**config.mk**
```make
export PLATFORM = sky130hd
export DESIGN_NAME = rgb_to_hls_converter
export DESIGN_NICKNAME = d
export VERILOG_FILES = /design/src/rtl/hls_pkg.sv /design/src/rtl/hls_div.sv /design/src/rtl/rgb_to_hls_converter.sv
export VERILOG_INCLUDE_DIRS = /design/src /design/src/rtl
export SDC_FILE = /design/constraint.sdc
export NUM_CORES = 2
export LEC_CHECK = 0
export BUFFER_PORTS_ARGS = -buffer_cell sky130_fd_sc_hd__buf_2
export CORE_MARGIN = 1.5
export CORE_UTILIZATION = 60
export DETAILED_ROUTE_END_ITERATION = 8
export PLACE_DENSITY_LB_ADDON = 0.2
export SLEW_MARGIN = 20
export SYNTH_ARGS = -nofsm -noshare
export SYNTH_HDL_FRONTEND = slang
export SYNTH_SLANG_ARGS = --single-unit
export TNS_END_PERCENT = 5
```
**constraint.sdc**
```tcl
create_clock -name clk -period 15.75 [get_ports clk]
set_clock_uncertainty 0.15 [all_clocks]
set_input_delay 1.575 -clock clk [delete_from_list [all_inputs] [get_ports clk]]
set_output_delay 1.575 -clock clk [all_outputs]
set_load 0.005 [all_outputs]
```
**src/rtl/rgb_to_hls_converter_macros.svh**
```systemverilog
// assertion macros for the rgb to hls converter
// used by rgb_to_hls_converter.sv, no other dependencies
`ifndef RGB_TO_HLS_CONVERTER_MACROS_SVH
`define RGB_TO_HLS_CONVERTER_MACROS_SVH

// same-cycle implication
`define HLS_ASSERT_IMPL(label, ante, cons) \
  label: assert property (@(posedge clk) disable iff (!rst_n) (ante) |-> (cons)) \
    else $error("hls check failed");

// next-cycle implication
`define HLS_ASSERT_NEXT(label, ante, cons) \
  label: assert property (@(posedge clk) disable iff (!rst_n) (ante) |=> (cons)) \
    else $error("hls check failed");

`endif

```
**src/rtl/hls_pkg.sv**
```systemverilog
// shared types and constants for the rgb to hls converter
// no dependencies
package hls_pkg;

  localparam int HLS_SCALE   = 240;
  localparam int RGB_FULL    = 255;
  localparam int GREY_HUE    = (HLS_SCALE * 2) / 3;
  localparam int HUE_SIXTH   = HLS_SCALE / 6;
  localparam int HUE_THIRD   = HLS_SCALE / 3;
  localparam int LIGHT_DEN   = 2 * RGB_FULL;
  // lightness <= scale/2 exactly when max+min is at most this
  localparam int SAT_SPLIT   = 256;

  // divider geometry
  localparam int DIV_NUM_W   = 17;
  localparam int DIV_DEN_W   = 9;
  localparam int DIV_QUO_W   = 8;
  localparam int DIV_STAGES  = 4;
  localparam int DIV_BITS    = DIV_QUO_W / DIV_STAGES;

  // lightness divides by the constant 2*255: ceil(2^26 / 510) is exact
  // for every numerator below 2^17
  localparam int LIGHT_RECIP  = 131587;
  localparam int LIGHT_SHIFT  = 26;
  localparam int LIGHT_PROD_W = DIV_NUM_W + 18;

  // stages ahead of the dividers plus the output stage
  localparam int PIPE_DEPTH  = 3 + DIV_STAGES + 1;

  typedef struct packed {
    logic [7:0] red;
    logic [7:0] green;
    logic [7:0] blue;
  } pix_in_t;

  typedef struct packed {
    logic [7:0] hue;
    logic [7:0] lightness;
    logic [7:0] saturation;
  } hls_out_t;

  typedef enum logic [1:0] {
    SEC_RED,
    SEC_GREEN,
    SEC_BLUE
  } sector_t;

  typedef struct packed {
    logic    grey;
    sector_t sector;
  } side_t;

endpackage

```
**src/rtl/hls_div.sv**
```systemverilog
// pipelined restoring divider, DIV_BITS quotient bits per stage
// depends on hls_pkg
module hls_div (
  input  logic                          clk,
  input  logic                          en,
  input  logic [hls_pkg::DIV_NUM_W-1:0] num,
  input  logic [hls_pkg::DIV_DEN_W-1:0] den,
  output logic [hls_pkg::DIV_QUO_W-1:0] quo
);
  import hls_pkg::*;

  logic [DIV_NUM_W-1:0] rem_r [DIV_STAGES];
  logic [DIV_DEN_W-1:0] den_r [DIV_STAGES];
  logic [DIV_QUO_W-1:0] quo_r [DIV_STAGES];
  logic [DIV_NUM_W-1:0] rem_nxt [DIV_STAGES];
  logic [DIV_QUO_W-1:0] quo_nxt [DIV_STAGES];
  logic [DIV_NUM_W-1:0] rem_in [DIV_STAGES];
  logic [DIV_DEN_W-1:0] den_in [DIV_STAGES];
  logic [DIV_QUO_W-1:0] quo_in [DIV_STAGES];

  // stage inputs: first from ports, rest from previous stage
  assign rem_in[0] = num;
  assign den_in[0] = den;
  assign quo_in[0] = '0;
  for (genvar g = 1; g < DIV_STAGES; g++) begin : g_link
    assign rem_in[g] = rem_r[g-1];
    assign den_in[g] = den_r[g-1];
    assign quo_in[g] = quo_r[g-1];
  end

  // compare and subtract, high quotient bits first
  always_comb begin
    logic [DIV_NUM_W-1:0] rem;
    logic [DIV_NUM_W-1:0] trial;
    logic [DIV_QUO_W-1:0] q;
    for (int s = 0; s < DIV_STAGES; s++) begin
      rem = rem_in[s];
      q   = quo_in[s];
      for (int b = 0; b < DIV_BITS; b++) begin
        trial = DIV_NUM_W'(den_in[s]) << (DIV_QUO_W - 1 - DIV_BITS * s - b);
        if (rem >= trial) begin
          rem = rem - trial;
          q[$clog2(DIV_QUO_W)'(DIV_QUO_W - 1 - DIV_BITS * s - b)] = 1'b1;
        end
      end
      rem_nxt[s] = rem;
      quo_nxt[s] = q;
    end
  end

  // stage registers
  always_ff @(posedge clk) begin
    if (en) begin
      for (int s = 0; s < DIV_STAGES; s++) begin
        rem_r[s] <= rem_nxt[s];
        den_r[s] <= den_in[s];
        quo_r[s] <= quo_nxt[s];
      end
    end
  end

  assign quo = quo_r[DIV_STAGES-1];

endmodule

```
**src/rtl/rgb_to_hls_converter.sv**
```systemverilog
// RGB pixel to hue, lightness, saturation (0..240 scale)
// input beat: in_valid/in_ready with in_data {red, green, blue}, 8 bits each
// result beat: out_valid/out_ready with out_data {hue, lightness, saturation}
// every accepted pixel gives exactly one result, in order
// pipeline: three front stages, a four-stage divider (two quotient bits per stage)
//   and the output register lie between accept and out_valid
// throughput: one pixel per cycle while out_ready stays high
// saturation and the three channel deltas run in parallel divider
//   pipelines; lightness divides by a constant through a reciprocal
//   multiply and is delayed to line up with them
// stall: when the output register holds a beat and out_ready is low, the
//   whole pipeline freezes and in_ready drops; nothing is lost or repeated
// reset: synchronous, active low rst_n, clears all valid bits; the block
//   takes a pixel in the first cycle after reset
// grey pixels give saturation 0 and hue 160
// depends on hls_pkg, hls_div and rgb_to_hls_converter_macros.svh
`include "rgb_to_hls_converter_macros.svh"

module rgb_to_hls_converter (
  input  logic              clk,
  input  logic              rst_n,
  input  logic              in_valid,
  output logic              in_ready,
  input  hls_pkg::pix_in_t  in_data,
  output logic              out_valid,
  input  logic              out_ready,
  output hls_pkg::hls_out_t out_data
);
  import hls_pkg::*;

  logic                 en;
  logic [PIPE_DEPTH-1:0] vld_r;

  // stage 1 input pixel
  pix_in_t              pix_r;
  // stage 2 sum and spread of max and min, channel deltas and sector
  logic [8:0]           sum_r;
  logic [7:0]           spread_r;
  logic [7:0]           dr_r, dg_r, db_r;
  sector_t              sec_r;
  // stage 3 divider operands
  logic [DIV_NUM_W-1:0] l_num_r, s_num_r, r_num_r, g_num_r, b_num_r;
  logic [DIV_DEN_W-1:0] s_den_r, c_den_r;
  side_t                side3_r;
  side_t                side_r [DIV_STAGES];
  logic [7:0]           light_r [DIV_STAGES];
  // output
  hls_out_t             out_r;
  hls_out_t             out_nxt;

  logic [7:0]           hi, lo;
  logic [8:0]           sat_den;
  logic [LIGHT_PROD_W-1:0] light_prod;
  logic [DIV_QUO_W-1:0] l_q, s_q, r_q, g_q, b_q;
  logic signed [9:0]    hue_s;
  side_t                side_last;

  // global stall: advance when the output slot frees up
  assign en       = !vld_r[PIPE_DEPTH-1] || out_ready;
  assign in_ready = en;

  always_ff @(posedge clk) begin
    if (!rst_n) begin
      vld_r <= '0;
    end else if (en) begin
      vld_r <= {vld_r[PIPE_DEPTH-2:0], in_valid};
    end
  end

  // max and min of the three channels
  always_comb begin
    hi = pix_r.red;
    if (pix_r.green > hi) hi = pix_r.green;
    if (pix_r.blue > hi) hi = pix_r.blue;
    lo = pix_r.red;
    if (pix_r.green < lo) lo = pix_r.green;
    if (pix_r.blue < lo) lo = pix_r.blue;
  end

  // saturation divisor depends on which half lightness lands in
  assign sat_den = (sum_r <= 9'(SAT_SPLIT)) ? sum_r : 9'(LIGHT_DEN) - sum_r;

  // lightness quotient by reciprocal multiply
  assign light_prod = LIGHT_PROD_W'(l_num_r) * LIGHT_PROD_W'(LIGHT_RECIP);

  always_ff @(posedge clk) begin
    if (en) begin
      pix_r    <= in_data;
      sum_r    <= {1'b0, hi} + {1'b0, lo};
      spread_r <= hi - lo;
      dr_r     <= hi - pix_r.red;
      dg_r     <= hi - pix_r.green;
      db_r     <= hi - pix_r.blue;
      if (pix_r.red == hi) begin
        sec_r <= SEC_RED;
      end else if (pix_r.green == hi) begin
        sec_r <= SEC_GREEN;
      end else begin
        sec_r <= SEC_BLUE;
      end
      // rounded numerators
      l_num_r <= DIV_NUM_W'(sum_r) * DIV_NUM_W'(HLS_SCALE) + DIV_NUM_W'(RGB_FULL);
      s_num_r <= DIV_NUM_W'(spread_r) * DIV_NUM_W'(HLS_SCALE) + DIV_NUM_W'(sat_den >> 1);
      r_num_r <= DIV_NUM_W'(dr_r) * DIV_NUM_W'(HUE_SIXTH) + DIV_NUM_W'(spread_r >> 1);
      g_num_r <= DIV_NUM_W'(dg_r) * DIV_NUM_W'(HUE_SIXTH) + DIV_NUM_W'(spread_r >> 1);
      b_num_r <= DIV_NUM_W'(db_r) * DIV_NUM_W'(HUE_SIXTH) + DIV_NUM_W'(spread_r >> 1);
      s_den_r <= sat_den;
      c_den_r <= DIV_DEN_W'(spread_r);
      side3_r <= '{grey: (spread_r == '0), sector: sec_r};
      // side info and lightness travel with the divider stages
      side_r[0]  <= side3_r;
      light_r[0] <= light_prod[LIGHT_SHIFT +: 8];
      for (int i = 1; i < DIV_STAGES; i++) begin
        side_r[i]  <= side_r[i-1];
        light_r[i] <= light_r[i-1];
      end
      out_r <= out_nxt;
    end
  end

  // divider lanes
  hls_div u_div_s (.clk, .en, .num(s_num_r), .den(s_den_r), .quo(s_q));
  hls_div u_div_r (.clk, .en, .num(r_num_r), .den(c_den_r), .quo(r_q));
  hls_div u_div_g (.clk, .en, .num(g_num_r), .den(c_den_r), .quo(g_q));
  hls_div u_div_b (.clk, .en, .num(b_num_r), .den(c_den_r), .quo(b_q));

  assign l_q       = light_r[DIV_STAGES-1];
  assign side_last = side_r[DIV_STAGES-1];

  // hue by sector, wrapped into range
  always_comb begin
    case (side_last.sector)
      SEC_RED:   hue_s = 10'(signed'({2'b0, b_q})) - 10'(signed'({2'b0, g_q}));
      SEC_GREEN: hue_s = 10'(HUE_THIRD) + 10'(signed'({2'b0, r_q}))
                         - 10'(signed'({2'b0, b_q}));
      default:   hue_s = 10'(GREY_HUE) + 10'(signed'({2'b0, g_q}))
                         - 10'(signed'({2'b0, r_q}));
    endcase
    if (hue_s < 0) hue_s = hue_s + 10'(HLS_SCALE);
    if (hue_s > 10'(HLS_SCALE)) hue_s = hue_s - 10'(HLS_SCALE);
  end

  // final selection
  always_comb begin
    out_nxt.lightness  = (l_q > 8'(HLS_SCALE)) ? 8'(HLS_SCALE) : l_q;
    out_nxt.saturation = side_last.grey ? 8'd0 : s_q;
    out_nxt.hue        = side_last.grey ? 8'(GREY_HUE) : hue_s[7:0];
  end

  assign out_valid = vld_r[PIPE_DEPTH-1];
  assign out_data  = out_r;

  // checks
  `HLS_ASSERT_IMPL(a_ready_tracks_stall, 1'b1, in_ready == (!out_valid || out_ready))
  `HLS_ASSERT_NEXT(a_stall_freezes, !in_ready, $stable(vld_r))
  `HLS_ASSERT_IMPL(a_out_range, out_valid, (out_data.hue <= 8'(HLS_SCALE)) && (out_data.lightness <= 8'(HLS_SCALE)) && (out_data.saturation <= 8'(HLS_SCALE)))

endmodule

```
==> metrics.md <==
| Metric | Value |
|---|---|
| Netlist cell types | 109 |
| Site Rows | 92 |
| CTS max path bufs | 3 |
| Worst-path fanout max | 20 |
| #FFs+latches synth | 461 |
| Vias in the first global route | 26500 |
| Port bufs | 49 |
| Ratio of cells with drive above 1 in the final layout | 6.85% |
| Layout area overhead | 7.65% |
| Main synth FF type | edfxtp_1 |
| Largest cells by area after synthesis | edfxtp_1 35%, ha_1 17%, xnor2_1 4.5%, fa_1 4.1%, a21oi_1 3.9% |
| Kind of critical path | reg -> reg |
| Slowest CP cell | a211oi_2 |
| Largest stage delay on the critical path | 0.61 ns |
| Min Clock Period, post-route | 6.48 ns |
| CTS tree | built |
| Post-Syn Area | 38600 µm² |
| Actual slew at the worst max-slew pin | 0.981 ns |
| Yosys warning count | 0 |
| Root buffer cell | clkbuf_16 |
| Initial Util | 61.0% |
| Nets | 4565 |
| Most numerous cell in the Yosys netlist | ha_1 |
| Fmax | 154 MHz |
| DR vias | 27600 |
| Hold buffer count at CTS | 0 |
| CTS resizes | 0 |
| Starting DRT DRC Count | 1658 |
| Total of max-cap violations | 0 |
| Worst path cell trace | inv_1 > fa_1 > a211oi_1 > o21ai_0 > and2_1 > a211oi_2 > inv_1 > o21ai_0 > inv_1 > ha_1 > nor2b_1 > o21ai_0 > a21boi_0 > o31ai_1 > a21oi_1 > nor2_1 > nand3_1 > nand3_1 > nor2_1 > xnor2_1 |
| Most frequent cells after synthesis | 517 x ha_1, 453 x edfxtp_1, 370 x inv_1, 304 x a21oi_1, 267 x nor2_1 |
| Relative slew slack | 34.2% |
| DIE WIDTH | 257 µm |
| Async SR Flop Fraction | 0% |
| RSZ-0062 raised after global routing | false |
| Vias per std cell | 5.72 |
| Drt pass-1 iters | 6 |
| H-tree lvl count | 2 |
| Mapped Cells | 3878 |
| Largest area contributor in the netlist | edfxtp_1 |
| Num CTS Buffers | 53 |
| Core Box Area | 63300 µm² |
| Total die area | 65900 µm² |
| First-pass GRT wire length | 127 mm |
| Drt total wl | 76.3 mm |
| Mean Syn Cell Area | 9.96 µm² |
| Final Cycle Share | 41.1% |
| Clock sinks | 461 |
| Residual DRC count | 0 |
| Post-DP HPWL | 59.9 mm |
| Worst skew pair latency | 0.62 ns |
| Critical path required time | 15.95 ns |
| Detail Route Antenna Nets | 0 |
| Post-CTS Setup Inserts | 0 |
| Post-synth EDFFs | 453 |
| Yosys top cell area share | 35.2% |
| Die height | 257 µm |
| Hold Fails Final Rpt | 0 |
| Hold/Removal Path Class | reg -> reg |
| RePlAce Congestion | 0.908 |
| Largest net degree at the start of global routing | 115 |
| Critical path arrival | 6.68 ns |
| Setup Viol. Count Final | 0 |
| Slew Viols, Final | 0 |
| Setup TNS | 0 ns |
| Top Ports | 54 |
| Outcome | completed |
| # diodes | 0 |
| Gr ovfl total | 0 |
| Total global-route track usage | 23.0% |
| Critical Path Source Type | flip-flop |
| Initial antenna violation count | 0 |
| Routed length per instance | 15.8 µm |
| Clk slew on worst S/H paths | 0.06 ns |
| Seq/Total Area, Yosys | 35.6% |
| Worst Setup End Kind | flip-flop |
[worst max-delay path: cells and delay by family, from the launching register on]
kind                       cells  cell delay (ns)
adders and majority gates      2             0.82
and+or+nand+nor                6             1.52
buffers and inverters          3             0.78
DFF                            1             0.56
AOI/OAI and AO/OA              8             2.25
xor gates and xnor gates       1             0.13
[metrics by stage]
step | hold slack, ns | util [%] | std cells | setup slack (ns) | instance area, µm²
detailed placement | 0.255 | 62.8 | 4731 | 9.26 | 39800
floorplan | 0.250 | - | 3884 | 1.65 | 38700
CTS | 0.261 | 65.7 | 4831 | 9.26 | 41600
global route | 0.269 | 65.7 | 4831 | 8.67 | 41600
global placement | 0.251 | 62.8 | 4731 | 9.41 | 39800
finish | 0.261 | 65.7 | 4831 | 9.27 | 41600
[area by class of cell]
class,count,area [µm²]
Inverter,372,1400
Fill cell,5039,21700
Clock inverter,40,457
Clock buffer,60,1350
Tap cell,846,1060
Multi-Input combinational cell,2991,23200
Timing Repair Buffer,61,335
Sequential cell,461,13800
[placed cells by master (no fill, tap or decap), types with 9 or more instances in the layout]
cell,instances
a31o_2,11
and2_1,20
o211ai_1,11
clkbuf_16,53
a21boi_0,34
o21ai_0,213
o31ai_1,24
buf_2,49
nand4_1,62
mux2_2,61
nand2b_1,69
and3_1,22
or4_1,15
inv_1,370
xor2_1,96
mux2i_1,55
a211oi_1,24
or3_1,19
o21a_1,44
clkinvlp_4,11
a21oi_1,304
nand2_1,241
nor4_1,21
o31a_1,16
o21bai_1,28
nor3_1,63
xnor2_1,198
buf_4,12
nand4b_1,10
or2_2,10
nor2_1,267
edfxtp_1,453
ha_1,517
nand3_1,69
a21o_1,120
fa_1,80
nor2b_1,96
and4_1,9
[worst paths after layout]
path | startpoint | to | slack [ns] | cells after the start
max | u_div_g.rem_r[1][0] | u_div_g.rem_r[2][16] | 9.27 | 20
min | side_r[0][1] | side_r[1][1] | 0.26 | 0
max reg2reg | u_div_g.rem_r[1][0] | u_div_g.rem_r[2][16] | 9.27 | 20
min reg2reg | side_r[0][1] | side_r[1][1] | 0.26 | 0
[registers in the layout (all words and copies together), names as in the netlist, 8 cells and up]
name           flops
u_div_s.den_r     21
sum_r              9
db_r               8
dg_r               8
g_num_r           12
s_num_r           17
dr_r               8
l_num_r           13
u_div_b.rem_r     43
b_num_r           12
vld_r              8
u_div_s.rem_r     45
u_div_g.den_r     15
r_num_r           12
u_div_r.rem_r     48
pix_r             24
u_div_g.rem_r     46
light_r           32
out_data          20
side_r            12
[logic make-up after synthesis]
logic type,after synthesis,synth area share [%]
AOI/OAI and AO/OA,923,15.1
xor gates and xnor gates,294,6.67
muxes,124,3.48
adders and majority gates,597,20.9
buffers and inverters,432,4.34
other,1,0.00971
DFF,461,35.6
and+or+nand+nor,1046,13.9
[layer usage]
metal | share of wire [%] | global-route usage, % | up-vias
li1 | - | - | 14200
met1 | 46 | 30.2 | 12800
met2 | 47 | 39.5 | 497
met3 | 2.9 | 2.12 | 148
met4 | 3.6 | 8.68 | 0
met5 | 0 | 0 | -
Power is left out: the tool's default activity adds up to more than one toggle a clock period on the data nets, which glitch-free logic cannot reach.
